File: config.mk
export PLATFORM = sky130hd
export DESIGN_NAME = bcpe_lerp
export DESIGN_NICKNAME = d
export VERILOG_FILES = /design/src/hw/rtl/bcpe_pkg.sv /design/src/hw/rtl/bcpe_lerp.sv
export SDC_FILE = /design/constraint.sdc
export NUM_CORES = 1
export LEC_CHECK = 0
export BUFFER_PORTS_ARGS = -buffer_cell sky130_fd_sc_hd__buf_2
export CAP_MARGIN = 5
export CORE_MARGIN = 2
export CORE_UTILIZATION = 45
export CTS_CLUSTER_SIZE = 24
export DETAILED_ROUTE_END_ITERATION = 12
export GPL_TIMING_DRIVEN = 0
export SLEW_MARGIN = 0
export SYNTH_ARGS = -nofsm -noshare
export SYNTH_HDL_FRONTEND = slang
export SYNTH_SLANG_ARGS = --single-unit
File: constraint.sdc
create_clock -name clk -period 12.3 [get_ports clk]
set_input_delay 1.23 -clock clk [delete_from_list [all_inputs] [get_ports clk]]
set_output_delay 1.23 -clock clk [all_outputs]
set_load 0.05 [all_outputs]
File: src/hw/rtl/bcpe_pkg.sv
// Package for the Bezier curve point evaluator.
// Holds payload structs, command codes and fixed field widths.
// No dependencies.
package bcpe_pkg;

  localparam int COORD_W = 32;
  localparam int T_FRAC  = 16;
  localparam int T_W     = T_FRAC + 1;
  localparam int IDX_W   = 4;
  localparam int DEG_W   = 4;
  localparam int CMD_W   = 2;

  localparam logic [CMD_W-1:0] CMD_STORE = 2'd0;
  localparam logic [CMD_W-1:0] CMD_EVAL  = 2'd1;
  localparam logic [CMD_W-1:0] CMD_READ  = 2'd2;
  localparam logic [CMD_W-1:0] CMD_NONE  = 2'd3;

  localparam logic [DEG_W-1:0] DEG_RESET = 4'd3;

  typedef struct packed {
    logic [CMD_W-1:0]          command;
    logic [IDX_W-1:0]          point_index;
    logic signed [COORD_W-1:0] point_x_in;
    logic signed [COORD_W-1:0] point_y_in;
    logic [T_W-1:0]            t_param;
  } in_item_t;

  typedef struct packed {
    logic signed [COORD_W-1:0] point_x_out;
    logic signed [COORD_W-1:0] point_y_out;
    logic                      status;
  } out_item_t;

endpackage

File: src/hw/rtl/bcpe_lerp.sv
// One coordinate lane of the interpolation: a + floor((b - a) * t / 2^T_FRAC),
// saturated. Registered product, add and saturate after. Uses bcpe_pkg.
module bcpe_lerp (
  input  logic                                clk,
  input  logic                                en,
  input  logic signed [bcpe_pkg::COORD_W-1:0] a,
  input  logic signed [bcpe_pkg::COORD_W-1:0] b,
  input  logic [bcpe_pkg::T_FRAC-1:0]         t,
  output logic signed [bcpe_pkg::COORD_W-1:0] q
);

  localparam int CW = bcpe_pkg::COORD_W;
  localparam int TF = bcpe_pkg::T_FRAC;
  localparam int PW = CW + 1 + TF + 1;
  localparam int SW = CW + 3;

  localparam logic signed [SW-1:0] MAXV = SW'({1'b0, {(CW-1){1'b1}}});
  localparam logic signed [SW-1:0] MINV = -SW'({1'b1, {(CW-1){1'b0}}});

  logic signed [CW:0]   diff;
  logic signed [PW-1:0] prod_r;
  logic signed [CW-1:0] a_r;
  logic signed [SW-1:0] sum;

  assign diff = {b[CW-1], b} - {a[CW-1], a};

  always_ff @(posedge clk) begin
    if (en) begin
      prod_r <= PW'(diff * $signed({1'b0, t}));
      a_r    <= a;
    end
  end

  // arithmetic shift gives floor for negative differences
  assign sum = SW'(a_r) + SW'(prod_r >>> TF);

  always_comb begin
    if (sum > MAXV) begin
      q = MAXV[CW-1:0];
    end else if (sum < MINV) begin
      q = MINV[CW-1:0];
    end else begin
      q = sum[CW-1:0];
    end
  end

endmodule
; ---- Word-level counts from Yosys, hierarchy flattened
; Index checks and enable logic that the tools add are counted.
[classes]
add_sub_neg = 2
multipliers = 1
div_mod_pow = 0
magnitude_cmp = 2
eq_ne = 0
shifts = 0
n_mux = 2
bitwise = 0
n_reduce_logical = 0
[op_table]
columns = op, count
row1 = 32-bit 2-to-1 mux, 2
row2 = 33-bit by 17-bit multiplier with 50-bit output, 1
row3 = 32-bit by 34-bit adder with 35-bit output, 1
row4 = "35-bit by 32-bit > comparator with 1-bit output, second input constant", 1
row5 = "35-bit by 32-bit less-than comparator with 1-bit output, second input constant", 1
row6 = 32-bit by 32-bit subtractor with 33-bit output, 1
[word_totals]
regBits = 82
latchBits = 0
ram_bits = 0
mem_bits_ro = 0
in_bits = 82
out_inout_bits = 32
wordCells = 9
n_memories = 0

; ---- Depth between registers and ports, before layout
[depth]
ltp_word = 4
depth_mapped = 36
mapped_depth_nobuf = 36

; ---- Worst setup path after synthesis
; OpenSTA, ideal clock, no wires.
[synth_path]
kind = input-to-reg
startpoint = in b[0] in the netlist's numbering
endpoint = reg prod_r[49], data pin
setup_time_ns = 0.260
arrival_time_ns = 8.852
t_required_ns = 12.040
slack_ns = 3.188
stages = 34
path_buffers = 1
path_cell_list = inv_1 -> ha_1 -> fa_1 -> nand2b_1 -> a21boi_1 -> o21ai_0 -> a21oi_1 -> o21ai_1 -> a21oi_1 -> a2111o_1 -> nor3b_2 -> and3_1 -> clkbuf_1 -> o22ai_1 -> fa_1 -> inv_1 -> fa_1 -> inv_1 -> fa_1 -> fa_1 -> fa_1 -> inv_1 -> fa_1 -> inv_1 -> ha_1 -> a22oi_1 -> nand2_1 -> nor2_1 -> nor2_1 -> and2_1 -> a21oi_1 -> o21ai_0 -> a21oi_1 -> xnor2_1
[synth_between]
elab_chain_cells = 2
[synth_rtl]
columns = item, line
row1 = start: declaration, bcpe_lerp.sv:7  ; input logic signed [bcpe_pkg::COORD_W-1:0] b,
row2 = 32-bit by 32-bit subtractor with 33-bit output, bcpe_lerp.sv:25  ; assign diff = {b[CW-1], b} - {a[CW-1], a};
row3 = 33-bit by 17-bit multiplier with 50-bit output, bcpe_lerp.sv:29  ; prod_r <= PW'(diff * $signed({1'b0, t}));
row4 = end signal: assignment, bcpe_lerp.sv:29
row5 = end: declaration, bcpe_lerp.sv:21  ; logic signed [PW-1:0] prod_r;
; Every way passes these cells.
; A chain may end at the register's enable or synchronous reset.

; ---- Final worst setup path
[layout_path]
startpoint = in a[0] in the netlist's numbering
endpoint = reg prod_r[49], data pin
[layout_between]
elab_chain_cells = 2
[layout_rtl]
columns = item, line
row1 = start: declaration, bcpe_lerp.sv:6  ; input logic signed [bcpe_pkg::COORD_W-1:0] a,
row2 = 32-bit by 32-bit subtractor with 33-bit output, bcpe_lerp.sv:25
row3 = 33-bit by 17-bit multiplier with 50-bit output, bcpe_lerp.sv:29
; Every way passes these cells.

==> flow_metrics.tcl <==
set metrics [dict create \
    outcome "completed" \
    worstHoldEndpoint "a_r[30]" \
    tightest_slew_ps 1290 \
    cpMaxStageDelayCell "o21ai_0" \
    synth_nets 3852 \
    worstPathArrival_ps 11670 \
    required_ps 12380 \
    synth.most_common_cell "inv_1" \
    port_buffers 113 \
    cts_buffers 9 \
    rsz0062_at_grt "false" \
    synth.top_cells.by_count "inv_1 (638), fa_1 (503), nand2_1 (364), ha_1 (183), clkbuf_1 (165)" \
    hold_violations 0 \
    overflow 0 \
    synth.top_cell.area_share 0.380 \
    synth-edff-count 66 \
    clock_sinks 66 \
    synthMuxAreaShare 0.0130 \
    viasPerCell 5.62 \
    cap_violations 0 \
    drt_iter0_markers 1816 \
    min_from "a[30]" \
    synth_area_leaders "fa_1 (38%), inv_1 (9.0%), ha_1 (8.7%)" \
    grtUsageTotal 0.300 \
    synthCells 3084 \
    path_clk_slew_ps 60 \
    die_w_um 247 \
    path_delay_family "compound AO/OA/AOI/OAI gates" \
    layout.nets 3978 \
    start_util 0.457 \
    synth-compound-area-share 0.113 \
    cts_hold_buf 0 \
    ioPinCount 114 \
    cts_max_path_buffers 2 \
    crit_path_end_kind "flip-flop" \
    yosysUniqueCellTypes 82 \
    worstSetupPathType "input pin to flip-flop" \
    yosysTopAreaCell "fa_1" \
    vias 22400 \
    drt-total-wl_um 90300 \
    drc 0 \
    startpoint_type "input pin" \
    ys_seq_area_frac 0.0749 \
    drt_first_pass_iters 6 \
    finalCritPeriodShare 0.942 \
    whs_path_depth 1 \
    diodes 0 \
    worst_path_largest_cell_delay_ps 630 \
    async_flop_share 0 \
    dp_hpwl_um 75600 \
    final_util 0.489 \
    design.core.area_um2 57900 \
    syn_avg_cell_area_um2 8.58 \
    cts_setup_buffers 0 \
    drv_slew 0 \
    antenna_left 0 \
    finalSetupTns_ps 0 \
    fmax_mhz 86.3 \
    drive_above_1_share 0.0591 \
    synthToLayoutAreaGrowth_pct 7.04 \
    final.min_clock_period_ps 11590 \
    grt_pass1_wl_um 137000 \
    core.rowCount 88 \
    crit_top_cell "fa_1" \
    antenna_found_initial 1 \
    synthAdderAreaFrac 0.467 \
    cp_max_fo 10 \
    finalSetupViolCount 0 \
    syn_area_um2 26500 \
    gp_congestion 0.967 \
    htreeDepth 3 \
    cts_root_buffer "clkbuf_16" \
    ys_ff_latch 66 \
    grt_start_max_net_pins 67 \
    grt_pass1_vias 23100 \
    synth_ff_type "edfxtp_1" \
    synth-simple-area-share 0.184 \
    cts_resized 0 \
    wl_per_cell_um 22.7 \
    min_path_type "input pin to flip-flop" \
    cts_tree "yes" \
    yosys_warnings 0 \
    fp.dieH_um 247 \
    crit_buf_inv 5 \
    synthXorXnorAreaFrac 0.0291 \
    synth_top_family_by_area "adder cells" \
    max_slew_margin 0.129 \
    dieArea_um2 60800 \
]
worst max path at each step:
stage | startpoint | end | slack, ps | cells after the start
after floorplan | b[0] | prod_r[49] | 3190 | 34
after global placement | a[0] | prod_r[49] | 450 | 33
after detailed placement | a[0] | prod_r[49] | 240 | 33
after CTS | a[0] | prod_r[49] | 600 | 33
after global routing | a[0] | prod_r[49] | 90 | 33
final | a[0] | prod_r[49] | 710 | 33
sequential cells by signal, summed over array words and instances, names as in the netlist:
name and count:
prod_r 34, a_r 32
cell usage in the layout (no fill, tap or decap), types with 10 or more instances in the layout:
cell / count
xnor2_1: 60
inv_1: 638
nor3_1: 12
mux2i_1: 12
buf_2: 120
nand3_1: 60
mux2_2: 14
nand3b_1: 30
nor3b_1: 16
a211oi_1: 25
nor2_1: 86
or3_1: 14
a21oi_1: 98
o21ai_0: 85
edfxtp_1: 66
a21o_1: 81
nand4_1: 47
o21a_1: 10
xor2_1: 28
ha_1: 183
nor2b_1: 50
a31oi_1: 28
fa_1: 503
nand2b_1: 71
o21bai_1: 10
o311a_1: 12
and3_1: 23
nand2_1: 364
clkbuf_1: 165
and2_1: 129
through the flow:
| stage | hold WS (ps) | cells | setup slack (ps) | area, um^2 |
|---|---|---|---|---|
| final | 1090 | 3980 | 710 | 28300 |
| after global routing | 1080 | 3980 | 85.4 | 28300 |
| after CTS | 1080 | 3979 | 597 | 28300 |
| after detailed placement | 1430 | 3963 | 239 | 28000 |
| after global placement | 1430 | 3962 | 453 | 28000 |
| after floorplan | 1330 | 3084 | 3190 | 26500 |
layer usage:
metal	track usage	routed length, um	vias up
met1	0.387	36900	11300
met2	0.497	42600	932
li1	-	-	9992
met4	0.128	4510	0
met5	0	0	-
met3	0.0493	6340	182
logic make-up after synthesis:
family / Yosys count
xor gates and xnor gates: 88
AOI/OAI and AO/OA: 441
and+or+nand+nor: 949
adders and majority gates: 686
buffers and inverters: 822
DFF: 66
muxes: 32
layout make-up:
| class | instances | area (um^2) |
|---|---|---|
| multi-input combinational | 2196 | 21400 |
| clock inverter | 7 | 100 |
| timing repair buffer | 115 | 581 |
| fill | 5751 | 29600 |
| buffer | 184 | 737 |
| clock buffer | 9 | 225 |
| sequential | 66 | 1980 |
| tap | 765 | 957 |
| inverter | 638 | 2390 |
Power is left out: the tool's default activity adds up to more than one toggle a clock period on the data nets, which glitch-free logic cannot reach.
